`config.mk`:
```
export PLATFORM = sky130hd
export DESIGN_NAME = contiguous_fit_allocator
export DESIGN_NICKNAME = d
export VERILOG_FILES = /design/src/hdl/cfa_pkg.sv /design/src/hdl/cfa_ram.sv /design/src/hdl/cfa_ctrl.sv /design/src/hdl/contiguous_fit_allocator.sv
export SDC_FILE = /design/constraint.sdc
export NUM_CORES = 1
export LEC_CHECK = 0
export ABC_AREA = 1
export BUFFER_PORTS_ARGS = -buffer_cell sky130_fd_sc_hd__buf_2
export CAP_MARGIN = 20
export CORE_UTILIZATION = 27
export CTS_CLUSTER_SIZE = 25
export DETAILED_ROUTE_END_ITERATION = 12
export GPL_ROUTABILITY_DRIVEN = 1
export PLACE_DENSITY = 0.47
export SLEW_MARGIN = 30
export SYNTH_ARGS = -nofsm -noshare
export SYNTH_HDL_FRONTEND = slang
export SYNTH_HIERARCHICAL = 1
export SYNTH_SLANG_ARGS = --single-unit
```
`constraint.sdc`:
```
create_clock -name clk -period 3.8 [get_ports clk]
set_input_delay 0.19 -clock clk [delete_from_list [all_inputs] [get_ports clk]]
set_output_delay 0.19 -clock clk [all_outputs]
set_load 0.05 [all_outputs]
```
`src/hdl/cfa_pkg.sv`:
```
// shared types and constants for the contiguous fit allocator
// no dependencies; imported by cfa_ram, cfa_ctrl and contiguous_fit_allocator
`timescale 1ns / 1ps

package cfa_pkg;

	localparam int CELLS    = 64;
	localparam int ADDR_W   = $clog2(CELLS);
	localparam int CNT_W    = $clog2(CELLS + 1);

	localparam int OP_W     = 2;
	localparam int SIZE_W   = 7;
	localparam int OWNER_W  = 8;
	localparam int RSTART_W = 6;
	localparam int START_W  = 6;
	localparam int LEN_W    = 7;
	localparam int STAT_W   = 2;
	localparam int POL_W    = 2;

	localparam logic [OWNER_W-1:0] TAG_FREE     = 8'h00;
	localparam logic [OWNER_W-1:0] TAG_RESERVED = 8'hFF;

	localparam logic [OP_W-1:0] OP_ALLOC   = 2'd0;
	localparam logic [OP_W-1:0] OP_RESERVE = 2'd1;
	localparam logic [OP_W-1:0] OP_CLEAR   = 2'd2;

	localparam logic [POL_W-1:0] FIT_FIRST = 2'd0;
	localparam logic [POL_W-1:0] FIT_BEST  = 2'd1;
	localparam logic [POL_W-1:0] FIT_WORST = 2'd2;

	localparam logic [STAT_W-1:0] STAT_OK     = 2'd0;
	localparam logic [STAT_W-1:0] STAT_NO_FIT = 2'd1;
	localparam logic [STAT_W-1:0] STAT_BAD    = 2'd2;

	typedef enum logic [1:0] {
		S_IDLE,
		S_SCAN,
		S_WRITE,
		S_RESP
	} state_t;

	typedef struct packed {
		logic [OP_W-1:0]     op;
		logic [SIZE_W-1:0]   size;
		logic [OWNER_W-1:0]  owner;
		logic [RSTART_W-1:0] rstart;
	} req_t;

	typedef struct packed {
		logic                granted;
		logic [START_W-1:0]  start;
		logic [LEN_W-1:0]    length;
		logic [STAT_W-1:0]   status;
	} res_t;

	typedef struct packed {
		logic                clr;
		logic                wr_en;
		logic [ADDR_W-1:0]   wr_addr;
		logic [OWNER_W-1:0]  wr_data;
		logic                rd_en;
		logic [ADDR_W-1:0]   rd_addr;
	} ram_req_t;

endpackage

```
`src/hdl/cfa_ram.sv`:
```
// owner tag memory: one write port, one registered read port, per-entry valid bits
// depends on cfa_pkg
`timescale 1ns / 1ps

module cfa_ram (
	input  logic                      clk,
	input  logic                      arst_n,
	input  cfa_pkg::ram_req_t         req,
	output logic [cfa_pkg::OWNER_W-1:0] rd_data
);
	import cfa_pkg::*;

	logic [OWNER_W-1:0] mem [CELLS];
	logic [CELLS-1:0]   valid_q;
	logic [OWNER_W-1:0] rd_data_q;
	logic               rd_valid_q;

	always_ff @(posedge clk) begin
		if (req.wr_en) begin
			mem[req.wr_addr] <= req.wr_data;
		end
	end

	always_ff @(posedge clk) begin
		if (req.rd_en) begin
			rd_data_q <= mem[req.rd_addr];
		end
	end

	// an entry never written since reset or clear reads as free
	always_ff @(posedge clk or negedge arst_n) begin
		if (!arst_n) begin
			valid_q    <= '0;
			rd_valid_q <= 1'b0;
		end else begin
			if (req.clr) begin
				valid_q <= '0;
			end else if (req.wr_en) begin
				valid_q[req.wr_addr] <= 1'b1;
			end
			if (req.rd_en) begin
				rd_valid_q <= valid_q[req.rd_addr];
			end
		end
	end

	assign rd_data = rd_valid_q ? rd_data_q : TAG_FREE;

endmodule

```
`src/hdl/cfa_ctrl.sv`:
```
// request sequencer: for an allocate, hole scan over the owner memory, then a write pass;
// a reserve takes the write pass alone; depends on cfa_pkg; drives cfa_ram through a ram_req_t
`timescale 1ns / 1ps

module cfa_ctrl (
	input  logic                        clk,
	input  logic                        arst_n,
	input  logic                        cfg_wr_en,
	input  logic [cfa_pkg::POL_W-1:0]   cfg_wr_data,
	input  logic                        in_valid,
	output logic                        in_ready,
	input  cfa_pkg::req_t               req,
	output cfa_pkg::ram_req_t           ram_req,
	input  logic [cfa_pkg::OWNER_W-1:0] rd_data,
	output logic                        res_valid,
	input  logic                        res_ready,
	output cfa_pkg::res_t               res
);
	import cfa_pkg::*;

	state_t              state_q, state_d;
	logic [POL_W-1:0]    policy_q;
	req_t                req_q;
	res_t                res_q;

	logic [CNT_W-1:0]    scan_addr_q;
	logic                rd_vld_s1;
	logic [ADDR_W-1:0]   rd_idx_s1;
	logic [ADDR_W-1:0]   hs_q, bs_q;
	logic [CNT_W-1:0]    hl_q, bl_q;
	logic                found_q;

	logic [ADDR_W-1:0]   wr_addr_q;
	logic [SIZE_W-1:0]   wr_left_q;
	logic [OWNER_W-1:0]  wr_data_q;

	logic                in_acc;
	logic                size_bad, range_bad, go_alloc, go_reserve;
	logic                rd_issue, scan_last;
	logic                cell_free;
	logic [ADDR_W-1:0]   hs_new, cand_s, bs_d;
	logic [CNT_W-1:0]    hl_new, cand_l, bl_d;
	logic                cand_en, fits, take, found_d;

	assign in_acc = in_valid && (state_q == S_IDLE);

	// request checks
	assign size_bad   = (req.size == '0) || (32'(req.size) > 32'(CELLS));
	assign range_bad  = (32'(req.rstart) + 32'(req.size)) > 32'(CELLS);
	assign go_alloc   = (req.op == OP_ALLOC) && !size_bad && (req.owner != TAG_FREE);
	assign go_reserve = (req.op == OP_RESERVE) && !size_bad && !range_bad;

	assign rd_issue  = (state_q == S_SCAN) && (scan_addr_q != CNT_W'(CELLS));
	assign scan_last = rd_vld_s1 && (rd_idx_s1 == ADDR_W'(CELLS - 1));

	// hole tracking on the cell that just came back from memory
	always_comb begin
		cell_free = (rd_data == TAG_FREE);
		hs_new    = (hl_q == '0) ? rd_idx_s1 : hs_q;
		hl_new    = hl_q + CNT_W'(1);
		// an occupied cell closes the running hole; the last cell closes it too
		cand_en   = rd_vld_s1 && (!cell_free || scan_last);
		cand_s    = cell_free ? hs_new : hs_q;
		cand_l    = cell_free ? hl_new : hl_q;
		fits      = 32'(cand_l) >= 32'(req_q.size);
		take      = cand_en && fits &&
			(!found_q ||
			 ((policy_q == FIT_BEST) && (cand_l < bl_q)) ||
			 ((policy_q == FIT_WORST) && (cand_l > bl_q)));
		found_d   = found_q || take;
		bs_d      = take ? cand_s : bs_q;
		bl_d      = take ? cand_l : bl_q;
	end

	// next state
	always_comb begin
		state_d = state_q;
		case (state_q)
			S_IDLE: begin
				if (in_valid) begin
					if (go_alloc) begin
						state_d = S_SCAN;
					end else if (go_reserve) begin
						state_d = S_WRITE;
					end else begin
						state_d = S_RESP;
					end
				end
			end
			S_SCAN: begin
				if (scan_last) begin
					state_d = found_d ? S_WRITE : S_RESP;
				end
			end
			S_WRITE: begin
				if (wr_left_q == SIZE_W'(1)) begin
					state_d = S_RESP;
				end
			end
			S_RESP: begin
				if (res_ready) begin
					state_d = S_IDLE;
				end
			end
			default: state_d = S_IDLE;
		endcase
	end

	// outputs
	always_comb begin
		in_ready        = (state_q == S_IDLE);
		ram_req.clr     = in_acc && (req.op == OP_CLEAR);
		ram_req.wr_en   = (state_q == S_WRITE);
		ram_req.wr_addr = wr_addr_q;
		ram_req.wr_data = wr_data_q;
		ram_req.rd_en   = rd_issue;
		ram_req.rd_addr = scan_addr_q[ADDR_W-1:0];
		res_valid       = (state_q == S_RESP);
		res             = res_q;
	end

	always_ff @(posedge clk or negedge arst_n) begin
		if (!arst_n) begin
			state_q     <= S_IDLE;
			policy_q    <= FIT_FIRST;
			scan_addr_q <= '0;
			rd_vld_s1   <= 1'b0;
			hl_q        <= '0;
			found_q     <= 1'b0;
		end else begin
			state_q   <= state_d;
			rd_vld_s1 <= rd_issue;
			if (cfg_wr_en) begin
				policy_q <= cfg_wr_data;
			end
			if (in_acc) begin
				scan_addr_q <= '0;
				hl_q        <= '0;
				found_q     <= 1'b0;
			end else begin
				if (rd_issue) begin
					scan_addr_q <= scan_addr_q + CNT_W'(1);
				end
				if (rd_vld_s1) begin
					hl_q    <= cell_free ? hl_new : '0;
					found_q <= found_d;
				end
			end
		end
	end

	always_ff @(posedge clk) begin
		if (rd_issue) begin
			rd_idx_s1 <= scan_addr_q[ADDR_W-1:0];
		end
		if (rd_vld_s1) begin
			hs_q <= cell_free ? hs_new : hs_q;
			bs_q <= bs_d;
			bl_q <= bl_d;
		end
		if (in_acc) begin
			req_q     <= req;
			wr_addr_q <= ADDR_W'(req.rstart);
			wr_left_q <= req.size;
			wr_data_q <= TAG_RESERVED;
			if (req.op == OP_CLEAR) begin
				res_q.granted <= 1'b1;
				res_q.start   <= '0;
				res_q.length  <= '0;
				res_q.status  <= STAT_OK;
			end else if (go_reserve) begin
				res_q.granted <= 1'b1;
				res_q.start   <= START_W'(req.rstart);
				res_q.length  <= LEN_W'(req.size);
				res_q.status  <= STAT_OK;
			end else begin
				res_q.granted <= 1'b0;
				res_q.start   <= '0;
				res_q.length  <= '0;
				res_q.status  <= STAT_BAD;
			end
		end else if ((state_q == S_SCAN) && scan_last) begin
			wr_addr_q <= bs_d;
			wr_data_q <= req_q.owner;
			if (found_d) begin
				res_q.granted <= 1'b1;
				res_q.start   <= START_W'(bs_d);
				res_q.length  <= LEN_W'(req_q.size);
				res_q.status  <= STAT_OK;
			end else begin
				res_q.granted <= 1'b0;
				res_q.start   <= '0;
				res_q.length  <= '0;
				res_q.status  <= STAT_NO_FIT;
			end
		end else if (state_q == S_WRITE) begin
			wr_addr_q <= wr_addr_q + ADDR_W'(1);
			wr_left_q <= wr_left_q - SIZE_W'(1);
		end
	end

endmodule

```
`src/hdl/contiguous_fit_allocator.sv`:
```
// allocate: full scan of 64 cells through the one memory read port, then one write per cell;
// reserve: the write pass alone; clear and rejected requests go straight to the result
// one item at a time; the next item is taken once the result enters the output register
// reset: asynchronous active low; every cell reads free at once, policy returns to first fit
// top level of the contiguous fit allocator; depends on cfa_pkg, cfa_ram, cfa_ctrl
`timescale 1ns / 1ps

module contiguous_fit_allocator (
	input  logic        clk,
	input  logic        arst_n,
	input  logic        cfg_wr_en,
	input  logic [1:0]  cfg_wr_data,     // fit_policy
	input  logic        s_axis_tvalid,
	output logic        s_axis_tready,
	input  logic [23:0] s_axis_tdata,    // request_size, owner_id, range_start, zero pad
	input  logic [1:0]  s_axis_tuser,    // opcode
	output logic        m_axis_tvalid,
	input  logic        m_axis_tready,
	output logic [15:0] m_axis_tdata     // granted, block_start, block_length, status
);
	import cfa_pkg::*;

	req_t     req;
	res_t     res, out_q;
	ram_req_t ram_req;
	logic [OWNER_W-1:0] rd_data;
	logic     res_valid, res_ready;
	logic     out_full_q;

	always_comb begin
		req.op     = s_axis_tuser;
		req.size   = s_axis_tdata[6:0];
		req.owner  = s_axis_tdata[14:7];
		req.rstart = s_axis_tdata[20:15];
	end

	cfa_ram u_ram (
		.clk     (clk),
		.arst_n  (arst_n),
		.req     (ram_req),
		.rd_data (rd_data)
	);

	cfa_ctrl u_ctrl (
		.clk         (clk),
		.arst_n      (arst_n),
		.cfg_wr_en   (cfg_wr_en),
		.cfg_wr_data (cfg_wr_data),
		.in_valid    (s_axis_tvalid),
		.in_ready    (s_axis_tready),
		.req         (req),
		.ram_req     (ram_req),
		.rd_data     (rd_data),
		.res_valid   (res_valid),
		.res_ready   (res_ready),
		.res         (res)
	);

	// output register
	assign res_ready = !out_full_q || m_axis_tready;

	always_ff @(posedge clk or negedge arst_n) begin
		if (!arst_n) begin
			out_full_q <= 1'b0;
		end else if (res_valid && res_ready) begin
			out_full_q <= 1'b1;
		end else if (m_axis_tready) begin
			out_full_q <= 1'b0;
		end
	end

	always_ff @(posedge clk) begin
		if (res_valid && res_ready) begin
			out_q <= res;
		end
	end

	assign m_axis_tvalid = out_full_q;
	assign m_axis_tdata  = {out_q.status, out_q.length, out_q.start, out_q.granted};

	// no new item while a result is still pending in the sequencer
	assert property (@(posedge clk) disable iff (!arst_n)
		res_valid |-> !s_axis_tready)
		else $error("item accepted while result pending");

	// the sequencer is busy in the cycle after it accepts an item
	assert property (@(posedge clk) disable iff (!arst_n)
		(s_axis_tvalid && s_axis_tready) |=> !s_axis_tready)
		else $error("sequencer ready right after accepting an item");

	// a granted result always reports ok, a refused one never does
	assert property (@(posedge clk) disable iff (!arst_n)
		res_valid |-> (res.granted == (res.status == STAT_OK)))
		else $error("grant and status disagree");

	// clearing the memory never overlaps a write or a read of it
	assert property (@(posedge clk) disable iff (!arst_n)
		ram_req.clr |-> !ram_req.wr_en && !ram_req.rd_en)
		else $error("memory clear overlaps an access");

endmodule

```
Word-level counts from Yosys, hierarchy flattened

Memory sizes are Yosys's and may differ from the RTL's. A register that Yosys moved wholly into a read port is not among the register bits.
Index checks and enable logic that the tools add are counted.

Bits in registers: 179
Bits in latches: 0
Bits in writable memories: 512
Bits in read-only memories: 0
Output and inout port bits: 18
Memories: 1

Add/subtract/negate cells: 5
Multipliers: 0
Divide/modulo/power cells: 0
Order comparisons: 8
Eq/ne operators: 15
Shift operators: 0
Muxes and demuxes: 41
Bitwise operators: 1
Reduce and logical (&&, ||, !) cells: 43

Memories:

| name      | words | bits a word | read ports | clocked after Yosys merged registers in | write ports | line          | text |
|---|---|---|---|---|---|---|---|
| u_ram.mem | 64    | 8           | 1          | 1                                       | 1           | cfa_ram.sv:13 | `logic [OWNER_W-1:0] mem [CELLS];` |

Operators by type and width:

| operator                                                                          | number |
|---|---|
| 64-bit two-way mux                                                                | 2 |
| 16-bit two-way mux                                                                | 5 |
| 64-bit bitwise OR                                                                 | 1 |
| 7-bit two-way mux                                                                 | 9 |
| 6-bit two-way mux                                                                 | 6 |
| 32-bit by 7-bit greater-than comparator with 1-bit output (second input constant) | 1 |
| 1-bit logical AND                                                                 | 16 |
| 7-bit by 1-bit adder with 7-bit output (second input constant)                    | 2 |
| 7-bit zero test                                                                   | 2 |
| 6-bit by 7-bit less-than comparator with 1-bit output (second input constant)     | 2 |
| 2-bit nonzero test                                                                | 6 |
| 1-bit two-way mux                                                                 | 10 |
| 2-bit two-way mux                                                                 | 5 |
| 6-bit by 7-bit adder with 8-bit output                                            | 1 |
| 2-bit equality test (second input constant)                                       | 4 |
| 8-bit zero test                                                                   | 1 |
| 8-bit two-way mux                                                                 | 1 |
| 2-bit by 1-bit != test with 1-bit output (second input constant)                  | 4 |
| 2-bit case mux with 4 select lines                                                | 1 |
| 8-bit nonzero test                                                                | 1 |
| 7-bit by 1-bit equality test with 1-bit output (second input constant)            | 1 |
| 7-bit >= comparator                                                               | 1 |
| 7-bit greater-than comparator                                                     | 1 |
| 7-bit greater-than comparator (second input constant)                             | 1 |
| other kinds (16)                                                                  | 29 |

Depth between registers and ports, before layout

Gate-level depths: netlist of the first run.

Depth in word-level cells: 12
Depth in mapped cells: 22
Mapped depth without buffers: 20

Cells and area by module

The synthesis of the first run kept the hierarchy.

By module, submodules not included:

| module                   | instances | cells an instance | area each (µm²) | seq. area each (µm²) |
|---|---|---|---|---|
| cfa_ram                  | 1         | 2082              | 23954.2         | 17241.5 |
| cfa_ctrl                 | 1         | 591               | 5330.1          | 2732.6 |
| contiguous_fit_allocator | 1         | 22                | 525.5           | 505.5 |

Worst setup path after synthesis of the first run

No wires, ideal clock.

Kind: reg2reg
From: register u_ram.rd_valid_q
To: register u_ctrl.bl_q[0], enable pin
Arrival time: 2.535 ns
Data required time: 3.481 ns
Slack: 0.946 ns
Stages on the path, launching flop included: 20
Path buffers: 2
Clock period less this slack: 2.854 ns
Cell sequence: dfrtp_1 -> clkbuf_1 -> nand2_1 -> inv_1 -> nor2_1 -> nand2_1 -> nor2_4 -> buf_1 -> ha_1 -> ha_1 -> inv_1 -> nand2_1 -> nand2_1 -> nand2_1 -> nand2_1 -> nand2_1 -> nand3_2 -> inv_2 -> nand2_4 -> inv_1

Word-level cells in the longest chain between the ends: 9

RTL lines:

| element                                  | line                           | text |
|---|---|---|
| start, declared                          | cfa_ram.sv:16                  | `logic rd_valid_q;` |
| start signal, assigned                   | cfa_ram.sv:42                  | `rd_valid_q <= valid_q[req.rd_addr];` |
| 8-bit two-way mux (*)                    | cfa_ram.sv:47                  | `assign rd_data = rd_valid_q ? rd_data_q : TAG_FREE;` |
| named net rd_data[7]                     | contiguous_fit_allocator.sv:26 | `logic [OWNER_W-1:0] rd_data;` |
| 8-bit zero test (*)                      | cfa_ctrl.sv:58                 | `cell_free = (rd_data == TAG_FREE);` |
| 7-bit two-way mux                        | cfa_ctrl.sv:64                 | `cand_l = cell_free ? hl_new : hl_q;` |
| 7-bit less-than comparator               | cfa_ctrl.sv:68                 | `((policy_q == FIT_BEST) && (cand_l < bl_q)) \|\|` |
| 1-bit logical AND                        | cfa_ctrl.sv:68                 |  |
| 1-bit logical OR                         | cfa_ctrl.sv:67                 | `(!found_q \|\|` |
| 1-bit logical OR                         | cfa_ctrl.sv:68                 |  |
| 1-bit logical AND (*)                    | cfa_ctrl.sv:66                 | `take = cand_en && fits &&` |
| 2-bit AND reduction (no source line) (*) | -                              |  |
| end signal, assigned                     | cfa_ctrl.sv:159                | `bl_q <= bl_d;` |
| end, declared                            | cfa_ctrl.sv:30                 | `logic [CNT_W-1:0] hl_q, bl_q;` |

Mark *: on every way through the listed nets, which the timed path passes. The rest lies on a longest branch.
A chain may end at the register's enable or synchronous reset.

Worst setup path after layout of the first run

From: register u_ram.rd_valid_q
To: register u_ctrl.bs_q[4], data pin

Word-level cells in the longest chain between the ends: 9

RTL lines:

| element                    | line                           | text |
|---|---|---|
| 8-bit two-way mux (*)      | cfa_ram.sv:47                  |  |
| named net rd_data[7]       | contiguous_fit_allocator.sv:26 |  |
| 8-bit zero test (*)        | cfa_ctrl.sv:58                 |  |
| 7-bit two-way mux (*)      | cfa_ctrl.sv:64                 |  |
| named net u_ctrl.cand_l[6] | cfa_ctrl.sv:42                 | `logic [CNT_W-1:0] hl_new, cand_l, bl_d;` |
| 7-bit less-than comparator | cfa_ctrl.sv:68                 |  |
| 1-bit logical AND          | cfa_ctrl.sv:68                 |  |
| 1-bit logical OR           | cfa_ctrl.sv:67                 |  |
| 1-bit logical OR           | cfa_ctrl.sv:68                 |  |
| 1-bit logical AND (*)      | cfa_ctrl.sv:66                 |  |
| 6-bit two-way mux (*)      | cfa_ctrl.sv:71                 | `bs_d = take ? cand_s : bs_q;` |
| named net u_ctrl.bs_d[4]   | cfa_ctrl.sv:41                 | `logic [ADDR_W-1:0] hs_new, cand_s, bs_d;` |
| end signal, assigned       | cfa_ctrl.sv:158                | `bs_q <= bs_d;` |
| end, declared              | cfa_ctrl.sv:29                 | `logic [ADDR_W-1:0] hs_q, bs_q;` |

Marks and branches as above.

==> summary.md, run 1 <==
| Metric | Value |
|---|---|
| DRC viols | `0` |
| CTS Sinks | `699` |
| Pwr dens | `between 600 and 700 nW/um^2` |
| FMAX | `0.302 GHz` |
| Largest net degree at the start of global routing | `122` |
| Most frequent cell after synthesis | `edfxtp_1` |
| CP Launch Type | `flip-flop` |
| Post-CTS setup buffers | `0` |
| WL/cell | `18.7 um` |
| Mapped Nets | `~2800` |
| Hold Crit Depth | `3` |
| Reg-to-reg slack, setup | `480 ps` |
| Slew @ Worst Pin | `959 ps` |
| Worst Setup SP | `u_ram/rd_valid_q` |
| Peak VDD IR | `approximately 0.51 mV` |
| Starting Density | `27.3%` |
| Die area | `~110000 um^2` |
| Global route total overflow | `0` |
| Tmin final | `approximately 3300 ps` |
| Top Ports | `51` |
| Drt total wl | `between 80000 and 90000 um` |
| Post-synth top area share | `60.9%` |
| Top cells by count, synth | `edfxtp_1 (605), nor2_1 (479), nand2_1 (465)` |
| Clock latency on the worst-skew pair | `630 ps` |
| Seq/Total Area, Yosys | `68.7%` |
| Number of fill cells | `11100` |
| WP data required | `4150 ps` |
| Final Wtd Congestion | `0.812` |
| Final hold vios | `0` |
| Synth async-reset ratio | `12.3%` |
| CP most frequent cell | `nand2_1` |
| Crit path capture type | `flip-flop` |
| GRT Total Usage | `14.5%` |
| Maxcap violations | `0` |
| Synth-to-Final Area Change | `16.1%` |
| First-pass GRT wire length | `123000 um` |
| Register bit total from synthesis | `699` |
| Vias per inst | `around 4.6` |
| Nets | `2865` |
| DRT Pass-1 Iters | `5` |
| Reg2reg end | `u_ctrl/bs_q[4]` |
| Status | `finished clean` |
| Register area | `20500 um^2` |
| DR vias | `19900` |
| Iter 0 DRT Violations | `1447` |
| Core box area | `about 110000 um^2` |
| CP Capture Point | `u_ctrl/bs_q[4]` |
| Netlist cell types | `45` |
| Htree depth | `3` |
| I/O Buffers | `47` |
| Post-CTS Resized | `0` |
| Crit-path max cell delay | `470 ps` |
| Static leakage | `12.4 nW` |
| Critical path class | `flip-flop to flip-flop` |
| Cell Area, Placed | `31900 um^2` |
| CTS Buffer Depth | `3` |
| Die height | `334 um` |
| Final Max Slew Viols | `0` |
| Setup TNS | `0 ps` |
| Worst-path clk slew | `60 ps` |
| Synth warn | `6` |
| Unrepaired setup endpoints after global routing | `no` |
| Placed wire-length estimate | `48500 um` |
| Row cnt | `121` |
| Most used DFF post-synth | `edfxtp_1` |
| Worst Skew | `37.8 ps` |
| Crit path arrival time | `3670 ps` |
| Vias in the first global route | `~19000` |
| Area of the multi-input gates | `between 7000 and 8000 um^2` |
| Share of layout cells above drive strength 1 | `10.4%` |
| Critical R2R Launch | `u_ram/rd_valid_q` |
| Ant diodes | `0` |
| Final instance area | `34600 um^2` |
| Root Buffer | `clkbuf_16` |
| Overall power | `between 20 and 25 mW` |
| Fin crit share | `~87%` |
| Area leader, netlist | `edfxtp_1` |
| Total CTS buffers | `79` |
| Worst path cell trace | `nand2_1 > inv_1 > nor2_1 > nand2_1 > nor2_4 > nand3_1 > o21ai_0 > ha_1 > a21o_1 > nor2_1 > nand2_1 > nand2_1 > nand3_1 > nand2_4 > nand2_1 > and2_1` |
| Avg Inst Size Synth | `11.1 um^2` |
| Area contributors post-synth | `edfxtp_1 (61%), dfrtp_1 (7.2%), nor2_1 (6.0%)` |
| Die Wd | `334 um` |
| Slew HR | `35.8%` |
| Min-Delay Path Class | `input port to flip-flop` |
| Detail Route Antenna Nets | `0` |
| Antenna violations before repair | `0` |
| CP max stage cell | `dfrtp_1` |
| Setup violations, final | `0` |
| Post-Syn Area | `29800 um^2` |
| Synth Instances | `2695` |
| CTS tree | `done` |
| CP max FO | `15` |
| Number of flops mapped to enable cells by yosys | `approximately 610` |
| Worst r2r path cells | `16` |
report_power, final:
part	switching [mW]	internal (mW)
combinational	4.74	1.89
sequential	0.463	9.17
clock	3.06	4.24
cells in the final DEF, fill, tap and decap left out, types with 3 or more instances in the layout:
cell | synthesis | layout
nand4_1 | 8 | 8
clkinv_1 | 3 | 10
nor2_1 | 479 | 478
buf_4 | 19 | 90
nand2_1 | 465 | 465
edfxtp_1 | 605 | 605
clkbuf_1 | 43 | 24
clkinv_2 | 0 | 12
nor2_4 | 3 | 3
buf_12 | 1 | 7
dfxtp_2 | 0 | 4
clkinv_8 | 0 | 3
nor4_1 | 3 | 3
clkbuf_8 | 0 | 8
dfrtp_1 | 86 | 83
clkbuf_16 | 0 | 80
nand3b_1 | 4 | 4
inv_1 | 149 | 149
o21ai_2 | 6 | 6
xor2_1 | 5 | 5
xnor2_1 | 4 | 4
o21ai_1 | 59 | 59
buf_2 | 42 | 46
ha_1 | 32 | 32
nand3_1 | 191 | 191
bufinv_16 | 0 | 3
a21oi_2 | 4 | 4
and2_1 | 6 | 6
o21ai_0 | 220 | 220
nand2_2 | 3 | 3
a21oi_1 | 46 | 45
dlygate4sd3_1 | 0 | 26
inv_2 | 4 | 3
dfxtp_4 | 0 | 4
nor3_1 | 29 | 28
clkinvlp_4 | 0 | 3
o22ai_1 | 110 | 110
cell type report:
cell class | count | share of cell area, %
clock buffers | 112 | 6.36
clock inverters | 29 | 0.741
inverters | 157 | 1.73
multi-input cells | 1693 | 22.8
flip-flops and latches | 699 | 59.3
well taps | 1476 | 5.34
repair buffers | 169 | 3.77
how the worst min path moves through the flow:
stage / start / slack, ps / end
after floorplan: arst_n / -110 / m_axis_tvalid
after global placement: arst_n / 270 / u_ctrl/policy_q[1]
after detailed placement: arst_n / 270 / u_ctrl/policy_q[1]
after CTS: s_axis_tdata[16] / 10 / u_ctrl/res[10]
after global routing: s_axis_tuser[0] / 40 / u_ctrl/res[1]
final: s_axis_tdata[16] / 50 / u_ctrl/res[10]
repair_timing:
action                                 4_1_cts  5_1_grt
hold buffers                                26        0
endpoints found under the hold margin       66        0
setup endpoints to repair                    0        0
critical path: cells and delay by family (launching register included):
| family | cells | cell delay, ps |
|---|---|---|
| DFF | 1 | 470 |
| buffers and inverters | 1 | 40 |
| AOI/OAI and AO/OA | 2 | 380 |
| and+or+nand+nor | 12 | 1770 |
| adders and majority gates | 1 | 340 |
through the flow:
stage | hold slack, ps | instances | utilization (%) | setup WS, ps
after floorplan | -106 | 2695 | - | 946
after global placement | 268 | 4168 | 29.2 | 512
after detailed placement | 273 | 4168 | 29.2 | 486
after CTS | 13.4 | 4335 | 31.7 | 451
after global routing | 39.0 | 4335 | 31.7 | 106
final | 50.3 | 4335 | 31.7 | 484
logic make-up (layout without fill, tap and decap cells):
kind of cell | after synthesis | in the layout | share of synthesized area (%)
AO/OA/AOI/OAI | 451 | 451 | 8.24
flip-flops | 699 | 699 | 68.7
adder cells (fa/ha/maj) | 33 | 33 | 1.41
multiplexers | 1 | 1 | 0.0378
AND/OR/NAND/NOR | 1199 | 1199 | 16.5
buffers and inverters | 303 | 467 | 4.88
XOR/XNOR | 9 | 9 | 0.264
state kept, by name, summed over array words and instances (netlist names), 8 cells and up:
signal / cells
m_axis_tdata: 16
u_ctrl/res: 16
u_ram/mem: 512
u_ctrl/req_q: 15
u_ram/rd_data_q: 8
u_ctrl/wr_data_q: 8
u_ram/valid_q: 64
layer usage:
layer  part of all wire [%]  global-route usage [%]  vias up
met2                     47                    23.4      358
li1                       -                       -     9573
met3                    3.7                    2.30      120
met1                     47                    20.2     9880
met4                    2.3                    4.01        0
met5                      0                       0        -
(Power assumes the default switching activity.)
==> inputs of run 2 (changes only) <==
--- a/config.mk
+++ b/config.mk
@@ -12,7 +12,7 @@
 export CTS_CLUSTER_SIZE = 25
 export DETAILED_ROUTE_END_ITERATION = 12
 export GPL_ROUTABILITY_DRIVEN = 1
-export PLACE_DENSITY = 0.47
+export PLACE_DENSITY = 0.45
 export SLEW_MARGIN = 30
 export SYNTH_ARGS = -nofsm -noshare
 export SYNTH_HDL_FRONTEND = slang
==> constraint.sdc (replaced) <==
create_clock -name clk -period 3.7 [get_ports clk]
set_input_delay 0.185 -clock clk [delete_from_list [all_inputs] [get_ports clk]]
set_output_delay 0.185 -clock clk [all_outputs]
set_load 0.05 [all_outputs]
==> run 2 against run 1 <==
  * Sequential power up 2.4%
  * Register-to-register slack about the same
  * Routed wire length is 2.1% higher
  * Hold slack got worse by 25 ps
  * Clock power is 4.9% higher
  * Combinational power grew 5.3%
  * Critical path type unchanged
  * Largest cell class unchanged
==> summary.md, run 2 (same netlist as run 1, synthesis figures left out) <==
| Metric | Value |
|---|---|
| Vias in the first global route | `19400` |
| Static leakage | `12.5 nW` |
| Drt total wl | `just over 80000 um` |
| Tmin final | `~3200 ps` |
| Critical R2R Launch | `u_ram/rd_valid_q` |
| Worst Setup SP | `u_ram/rd_valid_q` |
| Synth-to-Final Area Change | `16.8%` |
| Die area | `112000 um^2` |
| Status | `finished clean` |
| Clock latency on the worst-skew pair | `640 ps` |
| Starting Density | `27.3%` |
| Worst-path clk slew | `60 ps` |
| Largest net degree at the start of global routing | `roughly 170` |
| Worst Skew | `37.8 ps` |
| Largest Register | `u_ram/mem` |
| Htree depth | `3` |
| Slew HR | `approximately 33%` |
| Total CTS buffers | `78` |
| Final Wtd Congestion | `0.765` |
| Top Ports | `51` |
| FMAX | `between 0.3 and 0.4 GHz` |
| Max reg flops | `512` |
| Die Wd | `334 um` |
| WL/cell | `19.1 um` |
| First-pass GRT wire length | `between 100000 and 150000 um` |
| Unrepaired setup endpoints after global routing | `no` |
| Detail Route Antenna Nets | `0` |
| I/O Buffers | `between 40 and 50` |
| Critical path class | `flip-flop to flip-flop` |
| CTS Buffer Depth | `3` |
| Share of layout cells above drive strength 1 | `10.6%` |
| Iter 0 DRT Violations | `1532` |
| Fin crit share | `86.5%` |
| Top Registers | `u_ram/mem: 512 flops, u_ram/valid_q: 64 flops` |
| Crit path capture type | `flip-flop` |
| WP data required | `4070 ps` |
| DR vias | `19800` |
| Nets | `2874` |
| Setup violations, final | `0` |
| Most frequent cells in the layout | `edfxtp_1 (605), nor2_1 (478), nand2_1 (465), o21ai_0 (220), nand3_1 (191)` |
| Core box area | `approximately 110000 um^2` |
| Vias per inst | `4.56` |
| Final hold vios | `0` |
| HP Start | `s_axis_tuser[0]` |
| Post-CTS Resized | `0` |
| Slew @ Worst Pin | `996 ps` |
| DRC viols | `0` |
| Peak VDD IR | `about 0.60 mV` |
| GRT Total Usage | `14.8%` |
| Pwr dens | `about 700 nW/um^2` |
| Crit path arrival time | `3570 ps` |
| Maxcap violations | `0` |
| CTS tree | `done` |
| Min-Delay Path Class | `input port to flip-flop` |
| Antenna violations before repair | `0` |
| Register area | `roughly 21000 um^2` |
| Final Max Slew Viols | `0` |
| CTS Sinks | `between 600 and 700` |
| Ant diodes | `0` |
| Global route total overflow | `0` |
| Commonest non-fill, non-tap cell in the layout | `edfxtp_1` |
| CP max FO | `13` |
| Area of the multi-input gates | `~7900 um^2` |
| Placed wire-length estimate | `48700 um` |
| Row cnt | `~120` |
| Number of fill cells | `11100` |
| Final instance area | `34800 um^2` |
| Die height | `roughly 330 um` |
| CP Launch Type | `flip-flop` |
| Setup TNS | `0 ps` |
| Cell Area, Placed | `between 30000 and 40000 um^2` |
| Root Buffer | `clkbuf_16` |
| DRT Pass-1 Iters | `7` |
-- run 2: cell types whose count changed in the layout (fill, tap and decap cells not counted), sizes merged --
cell         previous run  this run
buf                   143       152
clkbuf                112       115
bufinv                  3         4
inv                   154       155
dlygate4sd3            26        27
clkinvlp                3         1
clkinv                 26        25
-- run 2: power breakdown --
| part | leakage [nW] | internal [mW] | switching [mW] | total, mW |
|---|---|---|---|---|
| Combinational | 4.90 | 2.03 | 4.95 | 6.98 |
| Sequential | 6.35 | 9.42 | 0.447 | 9.87 |
| Clock | 1.23 | 4.46 | 3.20 | 7.66 |
-- run 2: layout make-up --
| type | instances | area share [%] |
|---|---|---|
| Sequential cell | 699 | 58.9 |
| Multi-Input combinational cell | 1693 | 22.7 |
| Clock buffer | 115 | 6.38 |
| Tap cell | 1476 | 5.31 |
| Timing Repair Buffer | 179 | 4.16 |
| Inverter | 157 | 1.72 |
| Clock inverter | 28 | 0.855 |
-- run 2: path summary, 6_finish.rpt --
path | cells past startpoint | to | slack (ps)
worst max-delay path | 18 | u_ctrl/bs_q[4] | 500
worst min-delay path | 3 | u_ctrl/res[1] | 30
worst max register to register | 18 | u_ctrl/bs_q[4] | 500
worst min register to register | 0 | m_axis_tdata[12] | 420
max in group asynchronous | 3 | u_ram/valid_q[57] | 2680
min in group asynchronous | 2 | m_axis_tvalid | 160
-- run 2: stage by stage --
step                worst slack [ps]  total power [mW]  std cells  util (%)  hold WS, ps
finish                           498              24.5       4347      31.9         25.6
global route                     171              25.9       4347      31.9         46.2
CTS                              308              24.7       4344      31.9         28.8
detailed placement               344              17.0       4174      29.3          326
global placement                 314              17.0       4174      29.3          320
floorplan                        846              14.8       2695         -         -111
-- run 2: per-layer routing --
layer | global-route usage (%) | part of all wire [%]
met2 | 24.2 | 47
met3 | 2.15 | 3.7
met4 | 3.82 | 2.1
met1 | 20.4 | 47
met5 | 0 | 0
-- run 2: critical path, stage by stage, from the launching register on --
cell and delay (ps):
dfrtp_1 510, nand2_1 80, inv_1 60, nor2_1 40, nand2_1 100, nor2_4 60, buf_12 140, buf_4 140
o21ai_0 340, ha_1 330, nand3b_1 90, nand2_1 70, nand2_1 80, nand2_1 50, nand2_1 50, nand3_1 290
nand2_4 220, nand2_1 110, and2_1 150
-- run 2: repair_timing --
action                                  in CTS  in global routing
hold buffers                                27                  0
endpoints found under the setup margin       0                  3
endpoints found under the hold margin       84                  0
setup buffers                                0                  3
